### config.mk
export PLATFORM = sky130hd
export DESIGN_NAME = lru_key_value_cache
export DESIGN_NICKNAME = d
export VERILOG_FILES = /design/src/rtl/core/lkvc_pkg.sv /design/src/rtl/core/lkvc_ram.sv /design/src/rtl/core/lru_key_value_cache.sv
export SDC_FILE = /design/constraint.sdc
export NUM_CORES = 1
export LEC_CHECK = 0
export BUFFER_PORTS_ARGS = -buffer_cell sky130_fd_sc_hd__buf_2
export CAP_MARGIN = 10
export CORE_ASPECT_RATIO = 1.25
export CORE_MARGIN = 4
export CORE_UTILIZATION = 30
export DETAILED_ROUTE_END_ITERATION = 6
export PLACE_DENSITY_LB_ADDON = 0.12
export SYNTH_ARGS = -nofsm -noshare
export SYNTH_HDL_FRONTEND = slang
export SYNTH_SLANG_ARGS = --single-unit
export TNS_END_PERCENT = 100
### constraint.sdc
create_clock -name clk -period 6.2 [get_ports clk]
set_input_delay 0.93 -clock clk [delete_from_list [all_inputs] [get_ports clk]]
set_output_delay 0.93 -clock clk [all_outputs]
set_load 0.01 [all_outputs]
### src/rtl/core/lkvc_pkg.sv
// ----------------------------------------------------------------------------
// lkvc_pkg: shared definitions for the LRU key-value cache
// Default sizes, the capacity register format and the request action codes.
// ----------------------------------------------------------------------------
package lkvc_pkg;

  localparam int ENTRIES_DEF    = 16;
  localparam int KEY_BITS_DEF   = 32;
  localparam int VALUE_BITS_DEF = 32;

  localparam int CAP_W = 5;
  localparam logic [CAP_W-1:0] CAP_RESET = 5'd16;

  typedef enum logic {
    ACT_GET = 1'b0,
    ACT_SET = 1'b1
  } action_t;

endpackage

### src/rtl/core/lkvc_ram.sv
// ----------------------------------------------------------------------------
// lkvc_ram: generic simple dual-port RAM
// One write port and one read port; the read data is registered.
// ----------------------------------------------------------------------------
module lkvc_ram #(
  parameter int WIDTH = 32,
  parameter int DEPTH = 16
) (
  input  logic                                        clk,
  input  logic                                        we,
  input  logic [((DEPTH > 1) ? $clog2(DEPTH) : 1)-1:0] waddr,
  input  logic [WIDTH-1:0]                            wdata,
  input  logic [((DEPTH > 1) ? $clog2(DEPTH) : 1)-1:0] raddr,
  output logic [WIDTH-1:0]                            rdata
);

  logic [WIDTH-1:0] mem [DEPTH];

  always_ff @(posedge clk) begin
    if (we) begin
      mem[waddr] <= wdata;
    end
    rdata <= mem[raddr];
  end

endmodule

### src/rtl/core/lru_key_value_cache.sv
// ----------------------------------------------------------------------------
// lru_key_value_cache: fully associative key-value cache, LRU replacement
// Gets and sets are resolved by scanning the key RAM one entry per cycle;
// recency ranks live in a row of registers, all updated in the same cycle.
// ----------------------------------------------------------------------------
//
//  channel   handshake            payload
//  -------   ------------------   ------------------------------
//  request   start / busy         action, key, value
//  result    done (strobe)        hit, read_value
//  config    cfg_valid/cfg_ready  cfg_data (capacity)
//
// A request is resolved by scanning the key RAM from the first entry; the scan
// stops at the matching entry on a hit and after the last entry on a miss,
// and a get hit then also reads the value RAM. The scan is bound by the single read
// port of the key RAM, which it walks one entry per cycle.
// Reset is synchronous and empties the cache; capacity returns to 16.
// The result strobe lasts one cycle and cannot be stalled; busy falls in
// that same cycle, so the next request may be accepted alongside it.
module lru_key_value_cache #(
  parameter int ENTRIES    = lkvc_pkg::ENTRIES_DEF,
  parameter int KEY_BITS   = lkvc_pkg::KEY_BITS_DEF,
  parameter int VALUE_BITS = lkvc_pkg::VALUE_BITS_DEF
) (
  input  logic                       clk,
  input  logic                       rst,
  input  logic                       start,
  output logic                       busy,
  input  logic                       action,
  input  logic [KEY_BITS-1:0]        key,
  input  logic [VALUE_BITS-1:0]      value,
  input  logic                       cfg_valid,
  output logic                       cfg_ready,
  input  logic [lkvc_pkg::CAP_W-1:0] cfg_data,
  output logic                       done,
  output logic                       hit,
  output logic [VALUE_BITS-1:0]      read_value
);

  localparam int IDX_W = (ENTRIES > 1) ? $clog2(ENTRIES) : 1;
  localparam int CNT_W = $clog2(ENTRIES + 1);
  localparam logic [IDX_W-1:0] LAST = IDX_W'(ENTRIES - 1);

  typedef enum logic [1:0] {
    ST_IDLE,
    ST_SCAN,
    ST_DECIDE,
    ST_VREAD
  } state_t;

  state_t state;

  logic [lkvc_pkg::CAP_W-1:0] capacity;
  logic [CNT_W-1:0]           entry_count;
  logic [ENTRIES-1:0]         valid;
  logic [IDX_W-1:0]           rank [ENTRIES];

  logic                  req_action;
  logic [KEY_BITS-1:0]   req_key;
  logic [VALUE_BITS-1:0] req_value;

  logic [IDX_W-1:0] issue_idx;
  logic [IDX_W-1:0] cmp_idx;
  logic             cmp_live;
  logic             found;
  logic [IDX_W-1:0] slot;
  logic [IDX_W-1:0] slot_rank;
  logic             free_seen;
  logic [IDX_W-1:0] free_slot;
  logic [IDX_W-1:0] oldest_slot;

  logic [KEY_BITS-1:0]   key_rdata;
  logic [VALUE_BITS-1:0] val_rdata;

  logic             ent_valid;
  logic [IDX_W-1:0] ent_rank;
  logic             ent_hit;
  logic             ent_oldest;
  logic [CNT_W-1:0] cap_eff;
  logic             full;
  logic [IDX_W-1:0] wr_slot;
  logic             key_we;
  logic             val_we;
  logic             touch_en;
  logic             ins_en;
  logic [IDX_W-1:0] touch_rank;

  assign busy      = (state != ST_IDLE);
  assign cfg_ready = 1'b1;

  // Effective capacity: zero counts as one, anything above the store size
  // saturates to it.
  always_comb begin
    if (capacity == '0) begin
      cap_eff = CNT_W'(1);
    end else if (int'(capacity) > ENTRIES) begin
      cap_eff = CNT_W'(ENTRIES);
    end else begin
      cap_eff = CNT_W'(capacity);
    end
  end

  assign full = (entry_count >= cap_eff);

  // The entry under comparison is one behind the RAM address just issued.
  assign ent_valid  = valid[cmp_idx];
  assign ent_rank   = rank[cmp_idx];
  assign ent_hit    = cmp_live && ent_valid && (key_rdata == req_key);
  assign ent_oldest = cmp_live && ent_valid &&
                      (CNT_W'(ent_rank) == (entry_count - CNT_W'(1)));

  assign wr_slot = found ? slot : (full ? oldest_slot : free_slot);
  assign key_we  = (state == ST_DECIDE) && (req_action == lkvc_pkg::ACT_SET) && !found;
  assign val_we  = (state == ST_DECIDE) && (req_action == lkvc_pkg::ACT_SET);

  assign touch_en = (state == ST_VREAD) ||
                    ((state == ST_DECIDE) && (req_action == lkvc_pkg::ACT_SET) &&
                     (found || full));
  assign ins_en   = (state == ST_DECIDE) && (req_action == lkvc_pkg::ACT_SET) &&
                    !found && !full;
  // An evicted entry always holds the oldest rank, one below the count.
  assign touch_rank = found ? slot_rank : IDX_W'(entry_count - CNT_W'(1));

  lkvc_ram #(
    .WIDTH (KEY_BITS),
    .DEPTH (ENTRIES)
  ) u_key_ram (
    .clk   (clk),
    .we    (key_we),
    .waddr (wr_slot),
    .wdata (req_key),
    .raddr (issue_idx),
    .rdata (key_rdata)
  );

  lkvc_ram #(
    .WIDTH (VALUE_BITS),
    .DEPTH (ENTRIES)
  ) u_value_ram (
    .clk   (clk),
    .we    (val_we),
    .waddr (wr_slot),
    .wdata (req_value),
    .raddr (slot),
    .rdata (val_rdata)
  );

  always_ff @(posedge clk) begin
    if (rst) begin
      state       <= ST_IDLE;
      capacity    <= lkvc_pkg::CAP_RESET;
      entry_count <= '0;
      valid       <= '0;
      done        <= 1'b0;
      cmp_live    <= 1'b0;
      found       <= 1'b0;
      free_seen   <= 1'b0;
      for (int i = 0; i < ENTRIES; i++) begin
        rank[i] <= '0;
      end
    end else begin
      done <= 1'b0;

      if (cfg_valid && cfg_ready) begin
        capacity <= cfg_data;
      end

      unique case (state)
        ST_IDLE: begin
          if (start) begin
            req_action <= action;
            req_key    <= key;
            req_value  <= value;
            issue_idx  <= '0;
            cmp_live   <= 1'b0;
            found      <= 1'b0;
            free_seen  <= 1'b0;
            state      <= ST_SCAN;
          end
        end
        ST_SCAN: begin
          issue_idx <= issue_idx + 1'b1;
          cmp_idx   <= issue_idx;
          cmp_live  <= 1'b1;
          if (cmp_live && !ent_valid && !free_seen) begin
            free_seen <= 1'b1;
            free_slot <= cmp_idx;
          end
          if (ent_oldest) begin
            oldest_slot <= cmp_idx;
          end
          if (ent_hit) begin
            found     <= 1'b1;
            slot      <= cmp_idx;
            slot_rank <= ent_rank;
            state     <= ST_DECIDE;
          end else if (cmp_live && (cmp_idx == LAST)) begin
            state <= ST_DECIDE;
          end
        end
        ST_DECIDE: begin
          if ((req_action == lkvc_pkg::ACT_GET) && found) begin
            state <= ST_VREAD;
          end else begin
            done       <= 1'b1;
            hit        <= found;
            read_value <= '0;
            state      <= ST_IDLE;
          end
        end
        ST_VREAD: begin
          done       <= 1'b1;
          hit        <= 1'b1;
          read_value <= val_rdata;
          state      <= ST_IDLE;
        end
        default: begin
          state <= ST_IDLE;
        end
      endcase

      // Recency update: a touch ages the entries younger than the touched one,
      // an insert ages every valid entry.
      for (int i = 0; i < ENTRIES; i++) begin
        if (touch_en) begin
          if (valid[i] && (IDX_W'(i) != wr_slot) && (rank[i] < touch_rank)) begin
            rank[i] <= rank[i] + 1'b1;
          end
        end else if (ins_en && valid[i]) begin
          rank[i] <= rank[i] + 1'b1;
        end
      end
      if (touch_en || ins_en) begin
        rank[wr_slot] <= '0;
      end
      if (ins_en) begin
        valid[wr_slot] <= 1'b1;
        entry_count    <= entry_count + 1'b1;
      end
    end
  end

`ifndef SYNTHESIS
  a_done_after_busy: assert property (@(posedge clk) disable iff (rst)
    done |-> $past(busy))
    else $error("result strobe without a request in progress");

  a_accept_sets_busy: assert property (@(posedge clk) disable iff (rst)
    (start && !busy) |=> busy)
    else $error("accepted request did not raise busy");

  a_miss_reads_zero: assert property (@(posedge clk) disable iff (rst)
    (done && !hit) |-> (read_value == '0))
    else $error("miss returned a non-zero value");

  a_count_matches_valid: assert property (@(posedge clk) disable iff (rst)
    $countones(valid) == int'(entry_count))
    else $error("entry count differs from the number of valid entries");

  a_count_bounded: assert property (@(posedge clk) disable iff (rst)
    int'(entry_count) <= ENTRIES)
    else $error("entry count exceeds the store size");
`endif

endmodule
Yosys cells after proc, flatten, opt, wreduce, memory -nomap -nowiden
Memories as Yosys holds them, arrays and structs flattened. A register that Yosys moved wholly into a read port is not among the register bits.
Cells that the tools add are included.
{"block": "word_totals", "out_inout_bits": 36, "input_bits": 74, "n_memories": 3, "ff_bits": 154, "ram_bits": 1088}
{"block": "op_classes", "n_eq_ne": 26, "n_bitwise": 35, "n_lt_le_gt_ge": 21, "n_reduce_logical": 84, "n_mux": 198, "n_addsub": 19}
{"memory": "u_key_ram.mem", "depth": 16, "word_bits": 32, "rd": 1, "rd_ports_with_merged_regs": 1, "wr": 1, "line_no": "lkvc_ram.sv:17", "text": "logic [WIDTH-1:0] mem [DEPTH];"}
{"memory": "u_value_ram.mem", "depth": 16, "word_bits": 32, "rd": 1, "rd_ports_with_merged_regs": 1, "wr": 1, "line_no": "lkvc_ram.sv:17"}
{"memory": "rank", "depth": 16, "word_bits": 4, "rd": 17, "rd_ports_with_merged_regs": 1, "wr": 17, "line_no": "lru_key_value_cache.sv:56", "text": "logic [IDX_W-1:0] rank [ENTRIES];"}
{"operator": "2-to-1 mux 4 bit", "n": 37}
{"operator": "2-to-1 mux 1 bit", "n": 144}
{"operator": "adder 4 x 1 -> 4 bit, second input constant", "n": 17}
{"operator": "< comparator 4 bit", "n": 16}
{"operator": "case mux 32 bit (2 select lines)", "n": 1}
{"operator": "logical AND 1 bit", "n": 60}
{"operator": "== test 32 bit", "n": 1}
{"operator": "2-to-1 mux 32 bit", "n": 1}
{"operator": "!= test 4 bit, first input constant", "n": 8}
{"operator": "bitwise OR 1 bit", "n": 32}
{"operator": "AND reduction 3 bit", "n": 8}
{"operator": "!= test 3 x 4 -> 1 bit, first input constant", "n": 4}
{"operator": "bitwise OR 16 bit", "n": 1}
{"operator": "< comparator 4 x 5 -> 1 bit, second input constant", "n": 2}
{"operator": "2-to-1 mux 5 bit", "n": 2}
{"operator": "case mux 1 bit (2 select lines)", "n": 5}
{"operator": "2-to-1 mux 2 bit", "n": 4}
{"operator": "!= test 2 bit, second input constant", "n": 4}
{"operator": "!= test 2 x 4 -> 1 bit, first input constant", "n": 2}
{"operator": "case mux 2 bit (4 select lines)", "n": 1}
{"operator": "case mux 4 bit (2 select lines)", "n": 1}
{"operator": "AND reduction 2 bit", "n": 3}
{"operator": "nonzero test 2 bit", "n": 3}
{"operator": "adder 5 x 1 -> 5 bit, second input constant", "n": 1}
{"operator": "other kinds (18)", "n": 25}

Longest topological paths before layout
Gate-level depths: netlist of run 1.
{"block": "depth", "word_depth": 15, "mapped_depth": 14, "ltp_nobuf": 12}

Hierarchy
A second synthesis of run 1 with hierarchy kept.
{"block": "unflattened", "hier_cells": 2700, "hier_area_um2": 51441.8}
{"mod": "lkvc_ram", "instances": 2, "area_per_inst_um2": 19835.3, "cells_each": 838}
{"mod": "lru_key_value_cache", "instances": 1, "area_per_inst_um2": 11771.3, "cells_each": 1024}

Worst setup path after synthesis of run 1
OpenSTA, ideal clock, no wires.
{"block": "synth_path", "kind": "input to register", "from": "in rst", "to": "reg req_action, enable pin", "t_arrival_ps": 4289, "path_stages": 4, "setup_time_ps": 488, "slack_ps": 1423, "t_required_ps": 5712, "n_path_buf": 3, "path_cell_list": "clkbuf_1 > clkbuf_1 > clkbuf_1 > nor2_1"}
{"block": "synth_between", "elab_chain_len": 2}
{"item": "start: declaration", "line_no": "lru_key_value_cache.sv:26", "text": "input logic rst,"}
{"item": "inverter 1 bit (no line)"}
{"item": "AND reduction 3 bit (no line)"}
{"item": "end signal: assignment", "line_no": "lru_key_value_cache.sv:171", "text": "req_action <= action;"}
{"item": "end: declaration", "line_no": "lru_key_value_cache.sv:58", "text": "logic req_action;"}
Every way passes these cells.
A chain may end at the register's enable or synchronous reset.

Worst setup path after layout of run 1
{"block": "layout_path", "from": "reg capacity[1] (netlist name)", "to": "mem u_key_ram.mem[0][15], enable pin"}
{"block": "layout_between", "elab_chain_len": 6, "word_cells_on_any_way": 7}
{"item": "start: declaration", "line_no": "lru_key_value_cache.sv:53", "text": "logic [lkvc_pkg::CAP_W-1:0] capacity;"}
{"item": "start signal: assignment", "line_no": "lru_key_value_cache.sv:151", "text": "capacity <= lkvc_pkg::CAP_RESET;"}
{"item": "start signal: assignment", "line_no": "lru_key_value_cache.sv:165", "text": "capacity <= cfg_data;"}
{"item": "greater-than comparator 5 bit", "line_no": "lru_key_value_cache.sv:96", "text": "end else if (int'(capacity) > ENTRIES) begin"}
{"item": "2-to-1 mux 5 bit", "line_no": "lru_key_value_cache.sv:96"}
{"item": "2-to-1 mux 5 bit (*)", "line_no": "lru_key_value_cache.sv:94", "text": "if (capacity == '0) begin"}
{"item": ">= comparator 5 bit (*)", "line_no": "lru_key_value_cache.sv:103", "text": "assign full = (entry_count >= cap_eff);"}
{"item": "2-to-1 mux 4 bit (*) (2 in a row)", "line_no": "lru_key_value_cache.sv:112", "text": "assign wr_slot = found ? slot : (full ? oldest_slot : free_slot);"}
{"item": "end: declaration", "line_no": "lkvc_ram.sv:17"}
Mark *: on every way between the ends. The rest lies on a longest branch, timed or not.

==> qor.yml, run 1 <==
status:
  status: "finished, final reports clean"
floorplanning:
  die_y_um: 470
  die-area_um2: 177000
  die_w_um: 377
  start_util: 0.302
  core_um2: 170000
  rows: 169
  io_pins: 110
grt:
  busiest_layer: "met2"
  overflow: 0
  gr-usage-met1: 0.205
  grt_first_pass_wirelength_mm: 196
  grt_max_degree: 131
  grtUsageMet3: 0.0261
  grt_usage: 0.152
  met2_usage: 0.255
  antenna_found_initial: 5
  grt_pass1_vias: 27070
yosys:
  ys_seq_area_frac: 0.737
  yosys_warnings: 0
  synth_nets: 2683
  ys.flop_type: "edfxtp_1"
  synth_area_um2: 51200
  synth_edf_count: 1146
  synth_area_per_cell_um2: 20.2
  syn_inst: 2537
  synthDistinctLibCells: 98
  ys_async_sr_fraction: 0
  ys_ff_latch: 1310
routing:
  drc_errors: 0
  drt_iter0_drc: 1802
  routed_wl_mm: 135
  dr.pass1.iters: 5
  via_per_inst: 4.99
  vias: 25294
  avgRoutedWirePerCell_um: 26.7
  ant_nets: 0
cts:
  cts_tree: "built"
  clockBufferDepth: 3
  post_cts_resized: 0
  clk_latency_ps: 760
  clk_pin_slew_ps: 60
  htree_levels: 4
  numClockSinks: 1310
  numCtsBuffers: 143
  postCtsHoldBufs: 0
  postCtsSetupBuffers: 0
  root_buffer: "clkbuf_16"
place:
  gp_congestion: 0.819
  pre_cts_ws_ps: 1700
  dp_hpwl_mm: 81.4
  dp_cells: 4815
  port_buffers: 108
timing:
  tns_ps: 0
  drv_slew: 0
  fin_crit_sh: 0.722
  fmaxAchievable_mhz: 223
  rsz0062_at_grt: "false"
  worstMarginPinSlew_ps: 1180
  min_period_ps: 4480
  slew-limit-headroom: 0.211
  clock-skew-final_ps: 31.4
  final-setup-viol-count: 0
  hold_ws_ps: 348
  setup_ws_ps: 1720
  hold_viol: 0
cells_and_area:
  antenna_cells: 0
  instances_no_fill: 5068
  syn_to_final_growth_pct: 16.0
  nets: 2883
  fill_cells: 15798
  drive_above_1_share: 0.282
critical_path:
  cp_data_arrival_time_ps: 4910
  worstSetupPathType: "reg2reg"
  critPathRequiredTime_ps: 6630
  end_kind: "register"
  crit_fanout: 21
  startpoint_type: "register"
power_and_ir_drop:
  finalPower_uw: 18300
  powerDensity_nw_per_um2: 309
  p_leak_uw: 0.0190
  ir_drop_uv: 284
min_path:
  hp-class: "in2reg"
run:
  cap_violations: 0
kinds of logic after synthesis:
| logic type | Yosys count | share of synthesized area |
|---|---|---|
| AOI/OAI and AO/OA | 229 | 0.0327 |
| muxes | 367 | 0.156 |
| other | 1 | 0.0000733 |
| xor gates and xnor gates | 64 | 0.0110 |
| buffers and inverters | 144 | 0.0117 |
| adders and majority gates | 72 | 0.0176 |
| and+or+nand+nor | 350 | 0.0340 |
| DFF | 1310 | 0.737 |
final timing paths:
path	startpoint	endpoint	slack [ps]	cells after the start
hold reg to reg	free_seen	free_seen	470	1
setup reg to reg	capacity[1]	u_key_ram.mem[0][15]	1720	11
hold / removal	value[22]	req_value[22]	350	1
setup / recovery	capacity[1]	u_key_ram.mem[0][15]	1720	11
cell usage in the layout (no fill, tap or decap), types with 7 or more instances in the layout:
| master | n |
|---|---|
| xnor2_1 | 45 |
| nor3_1 | 29 |
| nand3_1 | 26 |
| clkbuf_8 | 13 |
| nand2b_1 | 11 |
| nor2_4 | 32 |
| o211ai_1 | 13 |
| clkbuf_16 | 148 |
| nand2_1 | 54 |
| mux2i_1 | 16 |
| and3_1 | 39 |
| o21ai_0 | 44 |
| a21oi_1 | 50 |
| o31a_1 | 15 |
| o21a_1 | 11 |
| clkinv_2 | 14 |
| nor2_1 | 88 |
| buf_4 | 65 |
| xor2_1 | 19 |
| edfxtp_1 | 1146 |
| mux4_2 | 345 |
| buf_12 | 7 |
| or3_1 | 8 |
| dfxtp_1 | 162 |
| nand4_1 | 22 |
| ha_1 | 72 |
| inv_1 | 16 |
| buf_2 | 108 |
| clkinv_1 | 18 |
| clkbuf_1 | 44 |
worst max-delay path: stages, from the launching register on:
cell and delay (ps):
dfxtp_1 330, nor3_1 240, nor2_1 70, nor2_1 130
ha_1 240, nor2b_1 180, o22ai_2 230, or4_4 500
a211o_1 420, a21boi_2 570, nor2b_4 860, buf_4 370
layout make-up:
class	count	area, um^2	share of cell area
clock inverter	48	433	0.00729
clock buffer	205	4050	0.0682
inverter	18	67.6	0.00114
tap	2223	2780	0.0469
multi-input combinational	1083	13100	0.221
timing repair buffer	181	1180	0.0199
sequential	1310	37700	0.635
sequential cells by signal, summed over array words and instances (netlist names), 5 cells and up, named ones only:
signal             cells
capacity               5
entry_count            5
rank                  64
read_value            32
req_key               32
req_value             32
u_key_ram.mem        512
u_key_ram.rdata       32
u_value_ram.mem      512
u_value_ram.rdata     32
valid                 16
report_power, final:
| part | switching (uW) | total [uW] | internal (uW) |
|---|---|---|---|
| clock network | 3400 | 8190 | 4780 |
| registers | 108 | 9700 | 9600 |
| logic | 251 | 455 | 203 |
| total | 3760 | 18300 | 14600 |
Yosys cell counts (all sizes together), types with 6 or more instances:
cell / n / area (um^2)
a21oi: 54 / 293
nand3: 28 / 150
nand4: 22 / 138
edfxtp: 1146 / 34400
a211oi: 6 / 50.1
nor2b: 6 / 37.5
a21o: 6 / 45.0
or3: 9 / 61.3
nor3: 30 / 150
clkbuf: 75 / 282
xnor2: 45 / 394
mux2i: 16 / 160
nand2: 55 / 209
nor3b: 6 / 50.1
mux2: 6 / 67.6
buf: 51 / 249
inv: 17 / 63.8
nor2: 121 / 457
nand2b: 11 / 68.8
a31oi: 6 / 37.5
and3: 39 / 244
o211ai: 14 / 110
o31a: 16 / 141
o21ai: 51 / 267
o21a: 11 / 82.6
mux4: 345 / 7770
dfxtp: 164 / 3280
xor2: 19 / 166
ha: 72 / 901
o22ai: 6 / 50.0
through the flow:
stage | area (um^2) | util
after floorplan | 51200 | -
after global placement | 54800 | 0.323
after detailed placement | 54900 | 0.324
after CTS | 59400 | 0.350
after global routing | 59400 | 0.350
final | 59400 | 0.350
layer usage:
layer	vias to the layer above	part of all wire
met1	13658	0.44
met3	187	0.038
met5	-	0.000096
li1	10886	-
met4	2	0.021
met2	561	0.50
Power figures use the tool's default switching activity.
==> inputs of run 2 (changes only) <==
==> constraint.sdc (replaced) <==
create_clock -name clk -period 4.6 [get_ports clk]
set_input_delay 0.69 -clock clk [delete_from_list [all_inputs] [get_ports clk]]
set_output_delay 0.69 -clock clk [all_outputs]
set_load 0.01 [all_outputs]
==> qor.yml, run 2 (synthesis gave the netlist of run 1 again) <==
timing:
  final-setup-viol-count: 0  # unchanged
  fin_crit_sh: 0.835  # +0.113
  worstMarginPinSlew_ps: 1240  # +52.3 ps
  fmaxAchievable_mhz: 260  # +17%
  drv_slew: 0  # unchanged
  hold_viol: 0  # unchanged
  tns_ps: 0  # unchanged
  clock-skew-final_ps: 27.9  # -3.50 ps
  min_period_ps: 3840  # -636 ps
  rsz0062_at_grt: "false"
  slew-limit-headroom: 0.176  # -0.0348
  setup_ws_ps: 757  # -964 ps
  hold_ws_ps: 102  # -246 ps
cts:
  clk_latency_ps: 770  # about the same
  postCtsHoldBufs: 0  # unchanged
  postCtsSetupBuffers: 0  # unchanged
  root_buffer: "clkbuf_16"
  post_cts_resized: 0  # unchanged
  numClockSinks: 1310  # unchanged
  numCtsBuffers: 140  # -2.1%
  cts_tree: "built"
  clk_pin_slew_ps: 60  # about the same
  clockBufferDepth: 3  # unchanged
  htree_levels: 4  # unchanged
critical_path:
  critPathRequiredTime_ps: 5030  # -1600 ps
  crit_fanout: 32  # +52%
  worstReg2RegEnd: "u_key_ram.mem[0][3]"
  reg2reg_depth: 11  # unchanged
  end_kind: "register"
  startpoint_type: "register"
  cp_data_arrival_time_ps: 4280  # -630 ps
  regToRegSetupSlack_ps: 760  # -960 ps
  worstSetupPathType: "reg2reg"
  timing.rr.start: "capacity[1]"
power_and_ir_drop:
  combPwrFrac: 0.024  # about the same
  switchingPower_uw: 5110  # +36%
  pwr-share-clk: 0.449  # +0.003
  p_leak_uw: 0.0191  # +0.33%
  p_int_uw: 19700  # +35%
  powerDensity_nw_per_um2: 416  # +35%
  pwr-share-seq: 0.528  # about the same
  ir_drop_uv: 361  # +27%
  netSwitchingFraction: 0.206  # +0.000741
floorplanning:
  die-area_um2: 177000  # unchanged
  core_um2: 170000  # unchanged
  start_util: 0.302  # unchanged
  io_pins: 110  # unchanged
  die_w_um: 377  # unchanged
  rows: 169  # unchanged
  die_y_um: 470  # unchanged
grt:
  grt_usage: 0.149  # -0.00323
  grt_first_pass_wirelength_mm: 192  # -2.0%
  grt_pass1_vias: 26896  # -0.64%
  overflow: 0  # unchanged
  antenna_found_initial: 4  # -1
  grt_max_degree: 131  # unchanged
cells_and_area:
  instances_no_fill: 5073  # +0.099%
  drive_above_1_share: 0.286  # +0.00442
  antenna_cells: 0  # unchanged
  nets: 2882  # -0.035%
  final_cell_area_um2: 59600  # +0.35%
  reg.largest.list: "u_key_ram.mem x512, u_value_ram.mem x512, rank x64"
  syn_to_final_growth_pct: 16.4
  mostFrequentLayoutCells: "1146 x edfxtp_1, 345 x mux4_2, 162 x dfxtp_1"
  final_common_cell: "edfxtp_1"
place:
  gp_congestion: 0.824  # +0.62%
  dp_cells: 4817  # +0.042%
  port_buffers: 108  # unchanged
  placed_cell_area_um2: 55100  # +0.34%
  pre_cts_ws_ps: 775  # -920 ps
  dp_hpwl_mm: 76.5  # -6.0%
min_path:
  min_to: "req_key[24]"
  hp-class: "in2reg"
  hold-path-cell-count: 1  # unchanged
  holdCritStartpoint: "key[24]"
routing:
  avgRoutedWirePerCell_um: 26.0  # -2.7%
  ant_nets: 0  # unchanged
  via_per_inst: 4.95  # -0.76%
  dr.pass1.iters: 7  # +2
  drc_errors: 0  # unchanged
  vias: 25126  # -0.66%
  routed_wl_mm: 132  # -2.6%
  drt_iter0_drc: 1691  # -6.2%
status:
  status: "finished, final reports clean"
run:
  cap_violations: 0  # unchanged
run 2: changes by cell type in the layout (fill, tap and decap cells not counted), moves of 4 or more:
cell | before | now
clkbuf_1 | 44 | 39
clkinv_2 | 14 | 23
clkinv_1 | 18 | 14
buf_4 | 65 | 54
bufinv_16 | 6 | 11
clkbuf_8 | 13 | 8
inv_6 | 2 | 7
buf_12 | 7 | 21
clkbuf_16 | 148 | 143
run 2: final cells by class:
class,count,area (um^2)
flip-flops and latches,1310,37700
repair buffers,183,1370
clock buffers,190,3830
clock inverters,66,667
well taps,2223,2780
fillers,15825,110000
multi-input cells,1083,13100
inverters,18,67.6
run 2: per-stage QoR:
stage,utilization,power (uW)
floorplan,-,13700
global placement,0.325,13900
detailed placement,0.325,14000
CTS,0.351,25200
global route,0.351,25800
finish,0.351,24800
run 2: power groups by stage:
stage | logic, uW | registers (uW) | clock network [uW]
floorplan | 407 | 13300 | 0
global placement | 607 | 13300 | 0
detailed placement | 608 | 13300 | 0
CTS | 611 | 13100 | 11500
global route | 638 | 13100 | 12000
finish | 589 | 13100 | 11100
run 2: worst max-delay path, stage by stage, from the launching register on:
cell and delay, ps:
dfxtp_1 330, nor3_1 200, nor2_1 70, nor2_1 110
ha_1 250, nor2b_1 220, o22ai_2 250, or4_4 490
a211o_1 410, a21boi_2 620, nor2b_4 290, buf_12 240
run 2: routing by layer:
metal	vias to the layer above	track usage	part of all wire
li1	10894	-	-
met1	13475	0.203	0.45
met2	576	0.245	0.49
met3	181	0.0259	0.042
met4	0	0.0422	0.023
met5	-	0	0
run 2: how the worst max path moves through the flow:
| stage | slack [ps] | to | cells after the start | start |
|---|---|---|---|---|
| 4_1_cts | 720 | u_key_ram.mem[0][3] | 11 | capacity[1] |
| 2_1_floorplan | 60 | req_action | 4 | rst |
| 6_report | 760 | u_key_ram.mem[0][3] | 11 | capacity[1] |
| 5_1_grt | 550 | u_key_ram.mem[3][22] | 11 | capacity[1] |
| 3_3_place_gp | 720 | u_key_ram.mem[0][14] | 11 | capacity[1] |
| 3_5_place_dp | 780 | u_value_ram.mem[0][14] | 11 | capacity[1] |
==> inputs of run 3 (changes only) <==
==> constraint.sdc (replaced) <==
create_clock -name clk -period 3.9 [get_ports clk]
set_input_delay 0.585 -clock clk [delete_from_list [all_inputs] [get_ports clk]]
set_output_delay 0.585 -clock clk [all_outputs]
set_load 0.01 [all_outputs]
==> qor.yml, run 3 (synthesis gave the netlist of run 1 again) <==
status:
  status: "finished, final reports clean"
timing:
  tns_ps: 0  # unchanged
  slew-limit-headroom: 0.315  # +0.139
  fmaxAchievable_mhz: 287  # +10%
  clock-skew-final_ps: 22.1  # -5.77 ps
  setup_ws_ps: 412  # -345 ps
  hold_viol: 0  # unchanged
  min_period_ps: 3490  # -355 ps
  drv_slew: 0  # unchanged
  rsz0062_at_grt: "false"
  final-setup-viol-count: 0  # unchanged
  hold_ws_ps: 65.2  # -36.7 ps
  worstMarginPinSlew_ps: 1030  # -208 ps
  fin_crit_sh: 0.894  # +0.0590
cts:
  numClockSinks: 1310  # unchanged
  cts_tree: "built"
  clk_latency_ps: 770  # about the same
  numCtsBuffers: 145  # +3.6%
  clockBufferDepth: 3  # unchanged
  postCtsSetupBuffers: 0  # unchanged
  htree_levels: 4  # unchanged
  clk_pin_slew_ps: 60  # about the same
  root_buffer: "clkbuf_16"
cells_and_area:
  seq_area_um2: 37700  # unchanged
  fill_cells: 15686  # -0.88%
  syn_to_final_growth_pct: 19.5
  reg.largest.list: "u_key_ram.mem x512, u_value_ram.mem x512, rank x64"
  mostFrequentLayoutCells: "1146 x edfxtp_1, 345 x mux4_2, 162 x dfxtp_1"
  multi_input_area_um2: 13100  # about the same
  final_common_cell: "edfxtp_1"
  final_cell_area_um2: 61200  # +2.7%
  nets: 3012  # +4.5%
  drive_above_1_share: 0.292  # +0.00571
critical_path:
  cp_slowest_cell: "or4_4"
  crit_chain: "nor3_1, nor2_1, nor2_1, ha_1, nor2b_1, o22ai_2, or4_4, a211o_1, nand2_1, nand2_1, nor2_4, buf_12"
  timing.rr.start: "capacity[2]"
  startpoint_type: "register"
  cp.buffers_inverters: 1  # unchanged
  critPathRequiredTime_ps: 4350  # -680 ps
  worstReg2RegEnd: "u_key_ram.mem[1][25]"
  crit_fanout: 15  # -53%
  reg2reg_depth: 12  # +1
  critical_path.top_delay_family: "simple AND/OR/NAND/NOR gates"
  cp_data_arrival_time_ps: 3940  # -340 ps
  worstSetupPathType: "reg2reg"
  regToRegSetupSlack_ps: 410  # -350 ps
  cpPeakStageDelay_ps: 470  # -150 ps
  end_kind: "register"
grt:
  grt_max_degree: 129  # -1.5%
  grt_pass1_vias: 27345  # +1.7%
  overflow: 0  # unchanged
  grt_first_pass_wirelength_mm: 197  # +2.5%
  antenna_found_initial: 5  # +1
  grt_usage: 0.153  # +0.00449
routing:
  via_per_inst: 4.96  # +0.16%
  drc_errors: 0  # unchanged
  ant_nets: 0  # unchanged
  routed_wl_mm: 135  # +2.9%
  drt_iter0_drc: 2054  # +21%
  avgRoutedWirePerCell_um: 26.0  # +0.16%
  wl_met3_mm: 5.61  # +2.4%
  met1_length_mm: 59.5  # +1.3%
  met2WireLength_mm: 67.2  # +4.3%
  dr.pass1.iters: 6  # -1
  routed.top_layer: "met4"
  vias: 25847  # +2.9%
floorplanning:
  die_y_um: 470  # unchanged
  start_util: 0.302  # unchanged
  rows: 169  # unchanged
  die-area_um2: 177000  # unchanged
  io_pins: 110  # unchanged
  die_w_um: 377  # unchanged
  core_um2: 170000  # unchanged
place:
  port_buffers: 108  # unchanged
  dp_hpwl_mm: 79.6  # +4.1%
  placed_cell_area_um2: 55800  # +1.4%
  gp_congestion: 0.814  # -1.2%
  pre_cts_ws_ps: 412  # -363 ps
min_path:
  min_to: "req_value[10]"
  hold-path-cell-count: 1  # unchanged
  hp-class: "in2reg"
  holdCritStartpoint: "value[10]"
power_and_ir_drop:
  p_leak_uw: 0.0198  # +3.8%
  ir_drop_uv: 460  # +27%
  powerDensity_nw_per_um2: 486  # +17%
run:
  cap_violations: 0  # unchanged
[run 3: layout make-up]
type / instances / share of cell area
antenna: 1 / 0.0000409
clock buffer: 202 / 0.0648
clock inverter: 65 / 0.0118
inverter: 18 / 0.00110
multi-input combinational: 1083 / 0.215
sequential: 1310 / 0.616
tap: 2223 / 0.0455
timing repair buffer: 308 / 0.0457
[run 3: through the flow]
step | instances | util | power, uW
floorplan | 2537 | - | 16100
global placement | 4877 | 0.329 | 16500
detailed placement | 4877 | 0.329 | 16500
CTS | 5209 | 0.361 | 30300
global route | 5210 | 0.361 | 30900
finish | 5210 | 0.361 | 29800
[run 3: worst max-delay path by stage]
stage	startpoint	end	slack, ps	cells after the start
finish	capacity[2]	u_key_ram.mem[1][25]	410	12
global placement	capacity[1]	u_key_ram.mem[1][1]	380	12
floorplan	capacity[1]	u_key_ram.mem[1][0]	-20	11
detailed placement	capacity[1]	u_key_ram.mem[1][16]	410	12
CTS	capacity[1]	u_key_ram.mem[1][25]	370	12
global route	capacity[1]	rank[8][0]	170	13
[run 3: per-layer routing]
metal  track usage  vias up
met2         0.257      676
li1              -    11174
met5             0        -
met4        0.0395        0
met1         0.208    13786
met3        0.0249      211
[run 3: worst register-to-register path, delay by kind of cell, from the launching register on]
family	cells	cell delay, ps
adder cells (fa/ha/maj)	1	250
flip-flops	1	330
buffers and inverters	1	210
AND/OR/NAND/NOR	8	1800
AO/OA/AOI/OAI	2	590
[run 3: timing repair]
item	in CTS	in global routing
endpoints found under the hold margin	65	0
gates resized for setup	0	0
hold buffers	65	0
[run 3: power breakdown]
| part | internal [uW] | total, uW | switching, uW |
|---|---|---|---|
| Clock | 7940 | 13500 | 5580 |
| Combinational | 391 | 858 | 466 |
| Sequential | 15300 | 15400 | 122 |
| Total | 23600 | 29800 | 6160 |
